$ cat src/hdl/rmc_pkg.sv
// types, constants and check functions for the rmc sentence parser
package rmc_pkg;

  typedef logic [6:0] rmc_pos_t;

  localparam rmc_pos_t POS_MAX = 7'd127;
  localparam rmc_pos_t END_POS = 7'd71;

  localparam logic [7:0] CHAR_DOLLAR = 8'h24;
  localparam logic [7:0] CHAR_STAR   = 8'h2A;
  localparam logic [7:0] CHAR_COMMA  = 8'h2C;
  localparam logic [7:0] CHAR_FIX_A  = 8'h41;

  localparam logic [4:0] ST_OK        = 5'd0;
  localparam logic [4:0] ST_NO_DOLLAR = 5'd1;
  localparam logic [4:0] ST_TYPE      = 5'd2;
  localparam logic [4:0] ST_CSUM      = 5'd3;
  localparam logic [4:0] ST_TIME      = 5'd4;
  localparam logic [4:0] ST_COMMA13   = 5'd5;
  localparam logic [4:0] ST_FIX       = 5'd6;
  localparam logic [4:0] ST_COMMA15   = 5'd7;
  localparam logic [4:0] ST_COMMA25   = 5'd8;
  localparam logic [4:0] ST_COMMA27   = 5'd9;
  localparam logic [4:0] ST_COMMA38   = 5'd10;
  localparam logic [4:0] ST_COMMA40   = 5'd11;
  localparam logic [4:0] ST_COMMA46   = 5'd12;
  localparam logic [4:0] ST_COMMA52   = 5'd13;
  localparam logic [4:0] ST_DATE      = 5'd14;
  localparam logic [4:0] ST_COMMA59   = 5'd15;
  localparam logic [4:0] ST_LENGTH    = 5'd16;

  typedef struct packed {
    logic [4:0]  status;
    logic [23:0] time_bcd;
    logic [23:0] date_bcd;
  } rmc_result_t;

  typedef struct packed {
    logic       ok;
    logic [3:0] val;
  } rmc_hex_t;

  function automatic logic [7:0] type_char(rmc_pos_t p);
    logic [7:0] ch;
    case (p)
      7'd1:    ch = 8'h47;
      7'd2:    ch = 8'h50;
      7'd3:    ch = 8'h52;
      7'd4:    ch = 8'h4D;
      7'd5:    ch = 8'h43;
      7'd6:    ch = CHAR_COMMA;
      default: ch = 8'h00;
    endcase
    return ch;
  endfunction

  function automatic rmc_hex_t hex_decode(logic [7:0] c);
    rmc_hex_t h;
    h.ok  = 1'b1;
    h.val = c[3:0];
    if (c >= 8'h30 && c <= 8'h39) begin
      h.val = c[3:0];
    end else if ((c >= 8'h41 && c <= 8'h46) || (c >= 8'h61 && c <= 8'h66)) begin
      h.val = c[3:0] + 4'd9;
    end else begin
      h.ok = 1'b0;
    end
    return h;
  endfunction

  // first check at or after a short line's end position
  function automatic logic [4:0] code_from(rmc_pos_t p);
    logic [4:0] code;
    if (p <= 7'd6)       code = ST_TYPE;
    else if (p <= 7'd12) code = ST_TIME;
    else if (p == 7'd13) code = ST_COMMA13;
    else if (p == 7'd14) code = ST_FIX;
    else if (p == 7'd15) code = ST_COMMA15;
    else if (p <= 7'd25) code = ST_COMMA25;
    else if (p <= 7'd27) code = ST_COMMA27;
    else if (p <= 7'd38) code = ST_COMMA38;
    else if (p <= 7'd40) code = ST_COMMA40;
    else if (p <= 7'd46) code = ST_COMMA46;
    else if (p <= 7'd52) code = ST_COMMA52;
    else if (p <= 7'd58) code = ST_DATE;
    else if (p == 7'd59) code = ST_COMMA59;
    else                 code = ST_LENGTH;
    return code;
  endfunction

  function automatic logic [4:0] layout_fail(rmc_pos_t p, logic [7:0] c);
    logic       dig;
    logic [4:0] code;
    dig  = (c >= 8'h30) && (c <= 8'h39);
    code = ST_OK;
    if (p >= 7'd1 && p <= 7'd6) begin
      if (c != type_char(p)) code = ST_TYPE;
    end else if (p >= 7'd7 && p <= 7'd12) begin
      if (!dig) code = ST_TIME;
    end else if (p >= 7'd53 && p <= 7'd58) begin
      if (!dig) code = ST_DATE;
    end else if (p == 7'd14) begin
      if (c != CHAR_FIX_A) code = ST_FIX;
    end else if (p == END_POS) begin
      code = ST_LENGTH;
    end else if (c != CHAR_COMMA) begin
      case (p)
        7'd13:   code = ST_COMMA13;
        7'd15:   code = ST_COMMA15;
        7'd25:   code = ST_COMMA25;
        7'd27:   code = ST_COMMA27;
        7'd38:   code = ST_COMMA38;
        7'd40:   code = ST_COMMA40;
        7'd46:   code = ST_COMMA46;
        7'd52:   code = ST_COMMA52;
        7'd59:   code = ST_COMMA59;
        default: code = ST_OK;
      endcase
    end
    return code;
  endfunction

endpackage

$ cat src/hdl/rmc_chk.sv
// sentence state: position, checksum, layout checks and bcd capture
module rmc_chk import rmc_pkg::*; (
  input  logic        clk,
  input  logic        rst,
  input  logic        step,
  input  logic [7:0]  char_in,
  input  logic        line_end,
  output rmc_result_t result,
  output rmc_pos_t    pos
);

  typedef enum logic [1:0] {CS_PENDING, CS_OK, CS_BAD} cs_t;

  logic        seen_dollar, seen_dollar_next;
  rmc_pos_t    position, position_next;
  logic [7:0]  running_xor, running_xor_next;
  rmc_pos_t    star_position, star_position_next;
  logic        star_seen, star_seen_next;
  logic [7:0]  sent_checksum, sent_checksum_next;
  cs_t         cs, cs_next;
  logic [4:0]  field_error, field_error_next;
  logic [23:0] time_digits, time_digits_next;
  logic [23:0] date_digits, date_digits_next;

  logic [4:0]  fcode;
  logic [4:0]  end_error;
  logic [4:0]  end_status;
  rmc_hex_t    hex;
  logic [2:0]  tidx;
  logic [2:0]  didx;

  assign fcode = layout_fail(position, char_in);
  assign hex   = hex_decode(char_in);
  assign tidx  = 3'(7'd12 - position);
  assign didx  = 3'(7'd58 - position);

  always_comb begin
    end_error = field_error;
    if (field_error == ST_OK && position != END_POS) end_error = code_from(position);
    if (!seen_dollar)            end_status = ST_NO_DOLLAR;
    else if (end_error == ST_TYPE) end_status = ST_TYPE;
    else if (cs != CS_OK)        end_status = ST_CSUM;
    else                         end_status = end_error;
  end

  assign result.status   = end_status;
  assign result.time_bcd = (end_status == ST_OK) ? time_digits : 24'd0;
  assign result.date_bcd = (end_status == ST_OK) ? date_digits : 24'd0;
  assign pos = position;

  always_comb begin
    seen_dollar_next   = seen_dollar;
    position_next      = position;
    running_xor_next   = running_xor;
    star_position_next = star_position;
    star_seen_next     = star_seen;
    sent_checksum_next = sent_checksum;
    cs_next            = cs;
    field_error_next   = field_error;
    time_digits_next   = time_digits;
    date_digits_next   = date_digits;
    if (step && line_end) begin
      seen_dollar_next   = 1'b0;
      position_next      = '0;
      running_xor_next   = '0;
      star_position_next = '0;
      star_seen_next     = 1'b0;
      sent_checksum_next = '0;
      cs_next            = CS_PENDING;
      field_error_next   = ST_OK;
      time_digits_next   = '0;
      date_digits_next   = '0;
    end else if (step && !seen_dollar) begin
      if (char_in == CHAR_DOLLAR) begin
        seen_dollar_next = 1'b1;
        position_next    = 7'd1;
      end
    end else if (step) begin
      if (field_error == ST_OK) field_error_next = fcode;
      if (position >= 7'd7 && position <= 7'd12) time_digits_next[tidx*4 +: 4] = char_in[3:0];
      if (position >= 7'd53 && position <= 7'd58) date_digits_next[didx*4 +: 4] = char_in[3:0];
      if (!star_seen) begin
        if (char_in == CHAR_STAR) begin
          star_seen_next     = 1'b1;
          star_position_next = position;
        end else begin
          running_xor_next = running_xor ^ char_in;
        end
      end else if (cs == CS_PENDING) begin
        if ({1'b0, position} == {1'b0, star_position} + 8'd1) begin
          if (!hex.ok) cs_next = CS_BAD;
          else         sent_checksum_next = {hex.val, 4'd0};
        end else if ({1'b0, position} == {1'b0, star_position} + 8'd2) begin
          if (!hex.ok) begin
            cs_next = CS_BAD;
          end else begin
            sent_checksum_next = sent_checksum | {4'd0, hex.val};
            cs_next = ((sent_checksum | {4'd0, hex.val}) == running_xor) ? CS_OK : CS_BAD;
          end
        end
      end
      if (position != POS_MAX) position_next = position + 7'd1;
    end
  end

  always_ff @(posedge clk) begin
    if (rst) begin
      seen_dollar   <= 1'b0;
      position      <= '0;
      running_xor   <= '0;
      star_position <= '0;
      star_seen     <= 1'b0;
      sent_checksum <= '0;
      cs            <= CS_PENDING;
      field_error   <= ST_OK;
      time_digits   <= '0;
      date_digits   <= '0;
    end else begin
      seen_dollar   <= seen_dollar_next;
      position      <= position_next;
      running_xor   <= running_xor_next;
      star_position <= star_position_next;
      star_seen     <= star_seen_next;
      sent_checksum <= sent_checksum_next;
      cs            <= cs_next;
      field_error   <= field_error_next;
      time_digits   <= time_digits_next;
      date_digits   <= date_digits_next;
    end
  end

endmodule

$ cat src/hdl/rmc_oreg.sv
// result register with valid/ready handshake
module rmc_oreg import rmc_pkg::*; (
  input  logic        clk,
  input  logic        rst,
  input  logic        load,
  input  rmc_result_t din,
  input  logic        out_ready,
  output logic        out_valid,
  output logic [4:0]  status,
  output logic [23:0] time_bcd,
  output logic [23:0] date_bcd
);

  rmc_result_t held;

  always_ff @(posedge clk) begin
    if (rst) begin
      out_valid <= 1'b0;
    end else if (load) begin
      out_valid <= 1'b1;
    end else if (out_ready) begin
      out_valid <= 1'b0;
    end
    if (load) begin
      held <= din;
    end
  end

  assign status   = held.status;
  assign time_bcd = held.time_bcd;
  assign date_bcd = held.date_bcd;

endmodule

$ cat src/hdl/nmea_rmc_time_date_parser_unit.sv
// top level of the rmc time/date sentence parser
// a line-end word passes through the input register, then its result is loaded into the result register
// throughput: one word per cycle; a line-end word waits in the input register
//   only while the result register holds a result that has not been taken
// reset (rst, synchronous): clears the input register, the parser state and out_valid
module nmea_rmc_time_date_parser_unit import rmc_pkg::*; (
  input  logic        clk,
  input  logic        rst,
  input  logic        in_valid,
  output logic        in_ready,
  input  logic [7:0]  char_in,
  input  logic        line_end,
  output logic        out_valid,
  input  logic        out_ready,
  output logic [4:0]  status,
  output logic [23:0] time_bcd,
  output logic [23:0] date_bcd
);

  logic        s1_valid;
  logic [7:0]  s1_char;
  logic        s1_end;
  logic        s1_go;
  rmc_result_t result;
  rmc_pos_t    pos;

  assign s1_go    = s1_valid && (!s1_end || !out_valid || out_ready);
  assign in_ready = !s1_valid || s1_go;

  always_ff @(posedge clk) begin
    if (rst) begin
      s1_valid <= 1'b0;
    end else if (in_ready) begin
      s1_valid <= in_valid;
    end
    if (in_valid && in_ready) begin
      s1_char <= char_in;
      s1_end  <= line_end;
    end
  end

  rmc_chk u_chk (
    .clk      (clk),
    .rst      (rst),
    .step     (s1_go),
    .char_in  (s1_char),
    .line_end (s1_end),
    .result   (result),
    .pos      (pos)
  );

  rmc_oreg u_oreg (
    .clk       (clk),
    .rst       (rst),
    .load      (s1_go && s1_end),
    .din       (result),
    .out_ready (out_ready),
    .out_valid (out_valid),
    .status    (status),
    .time_bcd  (time_bcd),
    .date_bcd  (date_bcd)
  );

  a_zero_on_fail: assert property (@(posedge clk) disable iff (rst)
    out_valid && status != ST_OK |-> time_bcd == 24'd0 && date_bcd == 24'd0)
    else $error("bcd fields not cleared on failed sentence");

  a_status_range: assert property (@(posedge clk) disable iff (rst)
    out_valid |-> status <= ST_LENGTH)
    else $error("status code out of range");

  a_line_restart: assert property (@(posedge clk) disable iff (rst)
    s1_go && s1_end |=> pos == '0)
    else $error("parser state not cleared after line end");

  a_stall_held: assert property (@(posedge clk) disable iff (rst)
    !in_ready |-> s1_valid && s1_end && out_valid && !out_ready)
    else $error("input stalled without a blocked result");

endmodule

$ cat config.mk
export PLATFORM = sky130hd
export DESIGN_NAME = nmea_rmc_time_date_parser_unit
export DESIGN_NICKNAME = d
export VERILOG_FILES = /design/src/hdl/rmc_pkg.sv /design/src/hdl/rmc_chk.sv /design/src/hdl/rmc_oreg.sv /design/src/hdl/nmea_rmc_time_date_parser_unit.sv
export SDC_FILE = /design/constraint.sdc
export NUM_CORES = 1
export LEC_CHECK = 0
export BUFFER_PORTS_ARGS = -buffer_cell sky130_fd_sc_hd__buf_4
export CAP_MARGIN = 5
export CORE_ASPECT_RATIO = 0.5
export CORE_MARGIN = 5
export CORE_UTILIZATION = 36
export DETAILED_ROUTE_END_ITERATION = 16
export PLACE_DENSITY = 0.64
export SKIP_CTS_REPAIR_TIMING = 1
export SYNTH_ARGS = -nofsm -noshare
export SYNTH_HDL_FRONTEND = slang
export SYNTH_SLANG_ARGS = --single-unit
$ cat constraint.sdc
create_clock -name clk -period 4.5 [get_ports clk]
set_input_delay 1.125 -clock clk [delete_from_list [all_inputs] [get_ports clk]]
set_output_delay 1.125 -clock clk [all_outputs]
set_load 0.01 [all_outputs]
# After elaboration in Yosys (flattened, before gate mapping)
# Cells that the tools add are included.
# word_totals
ff_bits,151
# op_classes
addsub,8
order_cmp,18
n_eq_ne,31
shifts,4
mux,53
bitwise,5
reduce_logical,37
# op_table
op,n
two-way mux 5 bit,23
negator 5 -> 34 bit,2
variable shift 4 x 34 -> 24 bit (first input constant),2
indexed part select 4 x 34 -> 24 bit,2
bitwise mux 24 bit,2
one-hot mux 7 bit (6 select lines),1
two-way mux 8 bit,5
one-hot mux 4 bit (9 select lines),1
== test 7 x 6 -> 1 bit (second input constant),5
<= comparator 7 x 6 -> 1 bit (second input constant),5
two-way mux 7 bit,4
== test 7 x 3 -> 1 bit (second input constant),3
== test 7 x 4 -> 1 bit (second input constant),3
== test 7 x 8 -> 1 bit,2
== test 8 x 6 -> 1 bit (second input constant),2
greater-or-equal comparator 8 x 7 -> 1 bit (second input constant),2
<= comparator 8 x 7 -> 1 bit (second input constant),2
== test 7 x 2 -> 1 bit (second input constant),2
== test 7 x 5 -> 1 bit (second input constant),2
<= comparator 7 x 5 -> 1 bit (second input constant),2
!= test 7 bit (second input constant),2
two-way mux 2 bit,6
two-way mux 4 bit,3
AND reduction 3 bit,4
other kinds (37),69

# Longest topological paths before layout
# Gate-level depths: netlist (run 1).
# depth
depth_word,19
mapped_depth,11
ltp_nobuf,9

# Modules after synthesis
# From an unflattened synthesis (run 1), not the netlist that was laid out.
# unflattened
hier_cells,792
area_unflattened_um2,7642.3
# by_module_without_submodules
mod,instances,cells_each,area_each_um2,seq_area_each_um2
rmc_chk,1,717,5661.7,1741.7
rmc_oreg,1,57,1630.3,1611.5
nmea_rmc_time_date_parser_unit,1,18,350.3,290.3

# Worst setup path after synthesis (run 1)
# OpenSTA, ideal clock, no wires.
# synth_path
kind,input port to flip-flop
startpoint,input port out_ready
endpoint,register u_chk.date_digits[19]
arrival_time_ns,3.518
slack_ns,0.855
path_stages,6
cell_sequence,nand2b_1 -> and3_1 -> or2_2 -> clkbuf_1 -> buf_1 -> nor2_1
# synth_between
elab_cells_between_ends,7
# synth_lines
element,line_no,rtl
"start, declared",nmea_rmc_time_date_parser_unit.sv:14,"input logic out_ready,"
logical OR 1 bit,nmea_rmc_time_date_parser_unit.sv:27,assign s1_go = s1_valid && (!s1_end || !out_valid || out_ready);
logical AND 1 bit,nmea_rmc_time_date_parser_unit.sv:27,
logical AND 1 bit,-,
via u_oreg.load,rmc_oreg.sv:5,"input logic load,"
OR reduction 2 bit (no source line),-,
"end signal, assigned",rmc_chk.sv:128,date_digits <= date_digits_next;
"end, declared",rmc_chk.sv:23,"logic [23:0] date_digits, date_digits_next;"
# The timed path passes the listed nets, and every way through them passes these cells.
# A chain may end at the register's enable or synchronous reset.

# Final worst setup path (run 1)
# layout_path
startpoint,register s1_char[1]
endpoint,register u_chk.cs[1]
# layout_between
elab_chain_cells,11
elab_cells_between_ends,23
# layout_rtl
element,line_no,rtl
"start, declared",nmea_rmc_time_date_parser_unit.sv:21,logic [7:0] s1_char;
"start signal, assigned",nmea_rmc_time_date_parser_unit.sv:37,s1_char <= char_in;
greater-or-equal comparator 8 x 7 -> 1 bit / <= comparator 8 x 7 -> 1 bit (equally long branches),rmc_pkg.sv:63,end else if ((c >= 8'h41 && c <= 8'h46) || (c >= 8'h61 && c <= 8'h66)) begin
logical AND 1 bit,rmc_pkg.sv:63,
logical OR 1 bit,rmc_pkg.sv:63,
two-way mux 4 bit,rmc_pkg.sv:63,
two-way mux 4 bit,rmc_pkg.sv:61,if (c >= 8'h30 && c <= 8'h39) begin
OR 8 x 4 -> 8 bit,rmc_chk.sv:98,"cs_next = ((sent_checksum | {4'd0, hex.val}) == running_xor) ? CS_OK : CS_BAD;"
== test 8 bit,rmc_chk.sv:98,
two-way mux 2 bit,rmc_chk.sv:98,
two-way mux 2 bit,rmc_chk.sv:94,if (!hex.ok) begin
two-way mux 2 bit,rmc_chk.sv:93,"end else if ({1'b0, position} == {1'b0, star_position} + 8'd2) begin"
two-way mux 2 bit,rmc_chk.sv:90,"if ({1'b0, position} == {1'b0, star_position} + 8'd1) begin"
"end signal, assigned",rmc_chk.sv:125,cs <= cs_next;
"end, declared",rmc_chk.sv:20,"cs_t cs, cs_next;"
# Parallel ways exist; a longest one is shown, timed or not. The select of a mux whose other input is x is not followed.

==> impl.org, run 1 <==
** Detailed routing
- Once detail routing completed, the nets flagged for antenna violations numbered 0.
- Vias per cell :: 5.26
- Number of design-rule violations left by the first detailed-router iteration :: 532
- Drt pass-1 iters :: 5
- Summing over every cut layer, the via total after detailed routing is 5878.
- DRC errors left :: 0
- Average wire length per cell after detail routing :: 16.6 µm
- For this block, the routed nets add up to 18600 µm of wire.

** Layout
- In the final layout, the share of cells above drive strength 1 is 15.4%.
- Synthesis-to-finish area growth :: 18.2%
- Commonest non-fill, non-tap cell in the layout :: sky130_fd_sc_hd__nor2_1
- Measured on the finished design, the core utilization comes to 43.0%.
- In the layout the commonest cells are sky130_fd_sc_hd__nor2_1, sky130_fd_sc_hd__dfxtp_1, sky130_fd_sc_hd__buf_4, sky130_fd_sc_hd__nand2_1, sky130_fd_sc_hd__edfxtp_1.
- NumNets Final :: 862
- The number of antenna diodes in the final layout is 0.
- Number of cells in the finished layout apart from fillers :: 1118

** Timing
- The worst path in the final design needs a cycle of 3.53 ns, including I/O delays and setup.
- For the pin with the worst max-slew slack, the measured transition is 1.17 ns.
- Hold is met by 0.450 ns.
- Rel. slew slack :: 21.2%
- For the final database, setup skew stands at 0.0119 ns.
- Setup repair after global routing left no endpoint under its margin.
- Final count of negative-setup-slack endpoints :: 0
- Final total negative setup slack :: 0 ns
- Period Utilization, post-route :: 78.5%
- The final number of hold-violating endpoints is 0.
- Pins over their slew limit :: 0
- Derived from the worst setup path, the maximum achievable clock frequency is 283 MHz.

** Placement
- Weighted congestion at the end of routability-driven global placement :: 0.887
- The count of buffers added on input and output ports is 67.
- Number of placed instances, taps included :: 1086
- Detailed placement finished with a half-perimeter wire length of 13000 µm.

** Setup path
- Endpoint type of the worst setup path :: register
- At the worst endpoint, the required time is 4.81 ns.
- STA classifies the critical path startpoint as a register.
- On the critical path, the stage with the largest delay is an instance of sky130_fd_sc_hd__edfxtp_1.
- Worst-path maximum fanout :: 15
- Data arrives at the worst endpoint at 3.84 ns.
- Slowest stage delay, CP :: 0.63 ns
- Crit path launch :: s1_char[1]
- The critical path is of the register to register type.
- The startpoint identified for the worst register-to-register timing path is s1_char[1].
- Cell Chain, Critical Path :: inv_1 -> ha_1 -> nor4b_2 -> a31oi_1 -> a311oi_4 -> mux2_4 -> or3_1 -> a221oi_2 -> o21ai_0

** Synthesis
- Proportion of netlist area held by the largest area contributor :: 25.1%
- Gate count after technology mapping :: 781
- Cell type with the highest aggregate area in the netlist :: sky130_fd_sc_hd__edfxtp_1
- Main area contributors after synthesis :: sky130_fd_sc_hd__edfxtp_1, sky130_fd_sc_hd__dfxtp_1, sky130_fd_sc_hd__mux2i_1
- Of all flip-flops after synthesis, the portion carrying an async set or reset was 0%.
- In the synthesized netlist the dominant register cell turns out to be sky130_fd_sc_hd__dfxtp_1.
- Total standard cell area after synthesis :: 7430 µm²
- YS warnings :: 0
- Summing the sequential cell areas from Yosys gives 49.0% of the chip area.
- The number of nets handed over by synthesis was 811.
- Avg Cell Area, Syn :: 9.51 µm²
- Number of synthesized flops with an enable pin :: 62
- Synthesized flop and latch total :: 151
- Synth unique cells :: 68

** Power and ir drop
- Across the VDD grid, the largest voltage drop is 0.219 mV.
- Registers are responsible for 48.7% of the overall power.
- Standby leakage power :: 3.23 nW
- The clock network burns 47.4% of the power.
- Of the total power, combinational logic draws 3.9%.
- Switching Share :: 24.5%
- Design internal power :: 2.27 mW
- Switching power :: 737 µW
- Power per unit of standard cell area :: 343 nW/µm²

** GRT
- Wire length of the first global-routing pass :: 30200 µm
- Global routing finished with a remaining overflow of 0.
- The via count of the first global-routing pass came to 5662.
- Antenna violations before repair :: 0
- Pin count of the biggest net entering global routing :: 76
- Combined global-route utilization of all metal layers :: 15.8%

** Die
- In this run the horizontal extent of the chip is 213 µm.
- The floorplan has 37 rows.
- Pin placement for this block handled 68 I/O pins.
- Core Region :: 20400 µm²
- Measured along the y axis, the die boundary spans 112 µm.
- Once the floorplan was initialized, standard cells occupied 36.4% of the core.
- The floorplan step defined a die boundary enclosing 23800 µm².

** CTS
- CTS clock-pin slew for the worst setup and hold paths :: 0.07 ns
- The clock passes through at most 2 buffers.
- Number of buffers created by CTS :: 17
- Clk root buf :: sky130_fd_sc_hd__clkbuf_16
- TritonCTS clock tree :: done
- The H-tree was split into 4 levels.
- Clock sink count :: 151
- Insertion delay of the later-clocked pin in the worst-skew pair :: 0.43 ns

** Status
- The flow ran to the end, and the final reports show no timing, DRC or antenna violations.

** Job
- Max-cap violations in this run came to 0.

** Worst hold path
- Type of the tightest min-delay check :: register to register
- In this run the most critical hold path is launched from u_chk.date_digits[14].
==> cell families (layout without fill, tap and decap cells) <==
logic type,Yosys count,after routing,synth area share [%]
AOI/OAI and AO/OA,127,127,11.2
xor gates and xnor gates,31,31,3.65
adders and majority gates,17,17,2.86
buffers and inverters,61,125,3.22
DFF,151,151,49.0
muxes,40,40,5.47
and+or+nand+nor,354,354,24.5
==> power by group through the flow <==
stage	Clock [mW]	Combinational, mW	Sequential [mW]
after detailed placement	0	0.119	1.50
after global routing	1.52	0.128	1.47
after floorplan	0	0.0603	1.49
after CTS	1.45	0.119	1.47
after global placement	0	0.117	1.50
final	1.43	0.117	1.47
==> per-stage QoR <==
stage / power [mW] / worst slack [ns] / instance area, µm²
after floorplan: 1.55 / 0.855 / 7430
after global placement: 1.61 / 1.17 / 8190
after detailed placement: 1.62 / 1.03 / 8190
after CTS: 3.03 / 0.998 / 8780
after global routing: 3.12 / 0.730 / 8780
final: 3.01 / 0.967 / 8780
==> synth_stat cells (4+ instances only) <==
| library cell | count |
|---|---|
| sky130_fd_sc_hd__clkbuf_1 | 38 |
| sky130_fd_sc_hd__ha_1 | 17 |
| sky130_fd_sc_hd__or2_2 | 4 |
| sky130_fd_sc_hd__or3_1 | 12 |
| sky130_fd_sc_hd__inv_1 | 14 |
| sky130_fd_sc_hd__nand2_1 | 62 |
| sky130_fd_sc_hd__and3_1 | 15 |
| sky130_fd_sc_hd__nor4b_1 | 5 |
| sky130_fd_sc_hd__o21ai_0 | 17 |
| sky130_fd_sc_hd__nand4_1 | 12 |
| sky130_fd_sc_hd__nand3_1 | 26 |
| sky130_fd_sc_hd__dfxtp_1 | 89 |
| sky130_fd_sc_hd__mux2i_1 | 38 |
| sky130_fd_sc_hd__buf_1 | 5 |
| sky130_fd_sc_hd__nor3_1 | 26 |
| sky130_fd_sc_hd__nor2b_1 | 6 |
| sky130_fd_sc_hd__o211ai_1 | 6 |
| sky130_fd_sc_hd__nand2b_1 | 7 |
| sky130_fd_sc_hd__nor2_1 | 97 |
| sky130_fd_sc_hd__nor4_1 | 6 |
| sky130_fd_sc_hd__o31ai_1 | 5 |
| sky130_fd_sc_hd__xor2_1 | 19 |
| sky130_fd_sc_hd__edfxtp_1 | 62 |
| sky130_fd_sc_hd__and2_1 | 53 |
| sky130_fd_sc_hd__nor3b_1 | 7 |
| sky130_fd_sc_hd__a21oi_1 | 54 |
| sky130_fd_sc_hd__xnor2_1 | 12 |
| sky130_fd_sc_hd__a211oi_1 | 4 |
==> path summary, 6_finish.rpt <==
| path | to | slack [ns] | cells past startpoint |
|---|---|---|---|
| worst max register to register | u_chk.cs[1] | 0.97 | 9 |
| worst min-delay path | u_chk.date_digits[14] | 0.45 | 2 |
| worst min register to register | u_chk.date_digits[14] | 0.45 | 2 |
| worst max-delay path | u_chk.cs[1] | 0.97 | 9 |
==> worst max-delay path: cells and delay by family (launching register included) <==
kind,cells,cell delay [ns]
adders and majority gates,1,0.30
muxes,1,0.37
buffers and inverters,1,0.33
AOI/OAI and AO/OA,4,1.15
DFF,1,0.63
and+or+nand+nor,2,0.62
==> metal layers <==
| layer | GRT usage (%) | up-vias | wire length (µm) |
|---|---|---|---|
| met5 | 0 | - | 0 |
| met4 | 4.57 | 0 | 268 |
| met3 | 3.83 | 25 | 1070 |
| met2 | 23.9 | 176 | 8060 |
| met1 | 22.5 | 2797 | 9150 |
| li1 | - | 2880 | - |
==> flip-flops by register name (all words and copies together), names as in the netlist, 7 cells and up <==
signal               count
u_chk.star_position      7
u_chk.date_digits       24
u_chk.pos                7
u_chk.sent_checksum      8
u_chk.running_xor        8
u_oreg.time_bcd         24
u_chk.time_digits       24
s1_char                  8
u_oreg.date_bcd         24
==> area by class of cell <==
class                      instances  area [µm²]
clock buffer                      17         425
clock inverter                    15         163
fill                            1950       11600
inverter                          15        56.3
multi-input combinational        569        3550
sequential                       151        3640
tap                              273         342
timing repair buffer              78         598
No activity file was read; power rests on OpenSTA's default activity.
==> run 2, diff against run 1 <==
PLACE_DENSITY = 0.66   (was 0.64)
clock period = 2.9 ns   (was 4.5 ns; I/O delays follow)
==> run 2 against run 1 <==
Compared with the run above: register-to-register slack worse by 0.72 ns; critical path type unchanged; critical path depth is the same; utilization up 1.4 points; fmax rose by 33%; highest routed layer unchanged; largest cell class unchanged; worst setup slack got worse by 0.72 ns; critical endpoint unchanged.
==> impl.org, run 2 (same netlist as run 1, synthesis figures left out) <==
** Status
- Status :: finished clean (unchanged)

** Detailed routing
- Average wire length per cell after detail routing :: 16.8 µm (was 16.6 µm)
- The number of vias after detailed routing was 6044 (was 5878).
- The number of DRC markers in iteration 0 was 618 (was 532).
- Antenna Nets Post-Route :: 0 (unchanged)
- DRC errors left :: 0 (unchanged)
- Drt pass-1 iters :: 6 (was 5)
- Total Routed Length :: 19300 µm (was 18600 µm)
- Vias per cell :: 5.26 (about the same)

** CTS
- The total CTS buffers came to 17 (unchanged).
- The maximum buffer depth of the clock tree came to 2 (unchanged).
- The total number of clock tree sinks came to 151 (unchanged).
- The number of levels in the clock H-tree was 4 (unchanged).
- CTS clock-pin slew for the worst setup and hold paths :: 0.07 ns (about the same)
- The CTS root buffer is sky130_fd_sc_hd__clkbuf_16 (unchanged).
- The TritonCTS clock tree is done (unchanged).
- Insertion delay of the later-clocked pin in the worst-skew pair :: 0.43 ns (about the same)

** Timing
- The minimum clock period after layout was 2.65 ns (was 3.53 ns).
- Rel. slew slack :: 34.3% (was 21.2%)
- Pins over their slew limit :: 0 (unchanged)
- The achievable frequency came to 377 MHz (was 283 MHz).
- Setup skew after layout :: 0.0124 ns (was 0.0119 ns)
- Setup repair after global routing missed its margin :: false (unchanged)
- The final number of hold-violating endpoints is 0 (unchanged).
- The slew at the pin closest to its max-slew limit is 0.970 ns (was 1.17 ns).
- The final cycle utilization of the critical path was 91.5% (was 78.5%).
- The accumulated negative setup slack is 0 ns (unchanged).
- Final hold slack :: 0.453 ns (was 0.450 ns)
- Final count of negative-setup-slack endpoints :: 0 (unchanged)

** Die
- The width of the die was 213 µm (unchanged).
- Site row count :: 37 (unchanged)
- Io pins :: 68 (unchanged)
- The area of the die was 23800 µm² (unchanged).
- Height of the die :: 112 µm (unchanged)
- The area inside the core boundary is 20400 µm² (unchanged).
- The initial cell density of the core is 36.4% (unchanged).

** Placement
- Buffers added on ports :: 67 (unchanged)
- The placed wire-length estimate is 13800 µm (was 13000 µm).
- The weighted congestion at the end of routability-driven global placement came to 0.926 (was 0.887).
- The total cell area at the placement stage is 8450 µm² (was 8190 µm²).
- The number of placed cells counting well taps was 1117 (was 1086).

** Layout
- Commonest non-fill, non-tap cells in the layout: sky130_fd_sc_hd__buf_4, sky130_fd_sc_hd__nor2_1, sky130_fd_sc_hd__dfxtp_1, sky130_fd_sc_hd__nand2_1, sky130_fd_sc_hd__edfxtp_1 (was sky130_fd_sc_hd__nor2_1, sky130_fd_sc_hd__dfxtp_1, sky130_fd_sc_hd__buf_4, sky130_fd_sc_hd__nand2_1, sky130_fd_sc_hd__edfxtp_1).
- The core occupancy in the finished layout was 44.4% (was 43.0%).
- The layout cell share with drive strength beyond 1 came to 18.4% (was 15.4%).
- The design area came to 9070 µm² (was 8780 µm²).
- Synthesis-to-finish area growth :: 22.1% (was 18.2%)
- Commonest non-fill, non-tap cell in the layout :: sky130_fd_sc_hd__buf_4 (was sky130_fd_sc_hd__nor2_1)
- Layout filler cell count :: 1917 (was 1950)
- NumNets Final :: 893 (was 862)
- Number of antenna repair diodes :: 0 (unchanged)
- The final standard cell count with taps included and fillers excluded is 1149 (was 1118).

** GRT
- The wire length of the first global-routing pass is 31200 µm (was 30200 µm).
- The maximum number of pins on one net before global-route repair was 54 (was 76).
- The number of antenna violations at the first check in global routing is 0 (unchanged).
- The remaining global-route overflow is 0 (unchanged).
- Combined global-route utilization of all metal layers :: 16.4% (was 15.8%)
- Number of global-route vias before repair :: 5889 (was 5662)

** Setup path
- Element type at the critical path start :: register (unchanged)
- The maximum fanout along the worst path is 5 (was 15).
- R2r worst-path depth :: 9 (unchanged)
- Capturing point of the worst reg2reg path :: u_chk.cs[1] (unchanged)
- Reg2reg setup slack :: 0.25 ns (was 0.97 ns)
- The worst endpoint data arrival time is 2.97 ns (was 3.84 ns).
- Data required time of the worst path :: 3.22 ns (was 4.81 ns)
- The kind of critical path was register to register (unchanged).
- The endpoint class of the critical path was a register (unchanged).
- Reg-to-Reg Start :: s1_char[1] (unchanged)

** Power and ir drop
- The switching share of power came to 22.9% (was 24.5%).
- The net load switching power was 1.10 mW (was 737 µW).
- Power share of the clock group :: 48.5% (was 47.4%)
- The internal power component is 3.70 mW (was 2.27 mW).
- Combinational share of power :: 4.4% (was 3.9%)
- Maximum VDD drop :: 0.390 mV (was 0.219 mV)
- The portion of total power attributed to sequential cells was 47.1% (was 48.7%).
- Power per unit of standard cell area :: 530 nW/µm² (was 343 nW/µm²)
- Standby leakage power :: 3.42 nW (was 3.23 nW)

** Worst hold path
- The worst hold endpoint is u_chk.date_digits[15] (was u_chk.date_digits[14]).
- The count of cells along the worst hold path was 2 (unchanged).
- Type of the tightest min-delay check :: register to register (unchanged)
- Worst Min Path Start :: u_chk.date_digits[15] (was u_chk.date_digits[14])

** Job
- The max-cap violation count came to 0 (unchanged).
[run 2: cell types whose count changed in the layout (fill, tap and decap cells not counted), sizes merged]
cell	delta
inv	+2
bufinv	+2
clkinvlp	-3
clkinv	-1
buf	+31
[run 2: how the worst max path moves through the flow]
stage	to	slack, ns	depth (start not counted)	from
after floorplan	u_chk.cs[1]	0.01	10	s1_char[1]
after global placement	u_chk.cs[1]	0.32	10	s1_char[0]
after detailed placement	u_chk.cs[1]	0.28	9	s1_char[1]
after CTS	u_chk.cs[1]	0.27	10	s1_char[0]
after global routing	u_chk.sent_checksum[2]	0.08	10	s1_char[1]
final	u_chk.cs[1]	0.25	9	s1_char[1]
[run 2: power groups by stage]
stage,Sequential [mW],Clock (mW),Combinational [mW]
6_report,2.26,2.33,0.211
5_1_grt,2.26,2.46,0.227
4_1_cts,2.26,2.36,0.211
3_5_place_dp,2.31,0,0.211
3_3_place_gp,2.31,0,0.210
2_1_floorplan,2.32,0,0.0943
[run 2: metal layers]
layer  wire length [µm]  GRT usage [%]
met1               9350           23.7
met2               8290           24.4
met3               1240           3.63
met4                416           5.42
met5                  0              0
[run 2: critical path: stages (launching register included)]
cell and delay [ns]:
sky130_fd_sc_hd__edfxtp_1 0.39, sky130_fd_sc_hd__inv_1 0.11, sky130_fd_sc_hd__ha_1 0.25, sky130_fd_sc_hd__or4b_4 0.50, sky130_fd_sc_hd__nand3_2 0.11, sky130_fd_sc_hd__a311oi_4 0.11, sky130_fd_sc_hd__mux2_4 0.34, sky130_fd_sc_hd__or3_1 0.33
sky130_fd_sc_hd__a221oi_2 0.30, sky130_fd_sc_hd__o21ai_0 0.12
[run 2: final cells by class]
cell class	count	area, µm²	share of cell area [%]
clock inverters	15	191	2.11
inverters	15	57.6	0.635
repair buffers	109	856	9.44
well taps	273	342	3.77
clock buffers	17	425	4.69
multi-input cells	569	3550	39.2
flip-flops and latches	151	3640	40.2
[run 2: through the flow]
step           setup WS [ns]  total power [mW]
6_report               0.247              4.80
4_1_cts                0.266              4.84
3_3_place_gp           0.323              2.52
2_1_floorplan         0.0100              2.41
3_5_place_dp           0.282              2.52
5_1_grt               0.0838              4.96
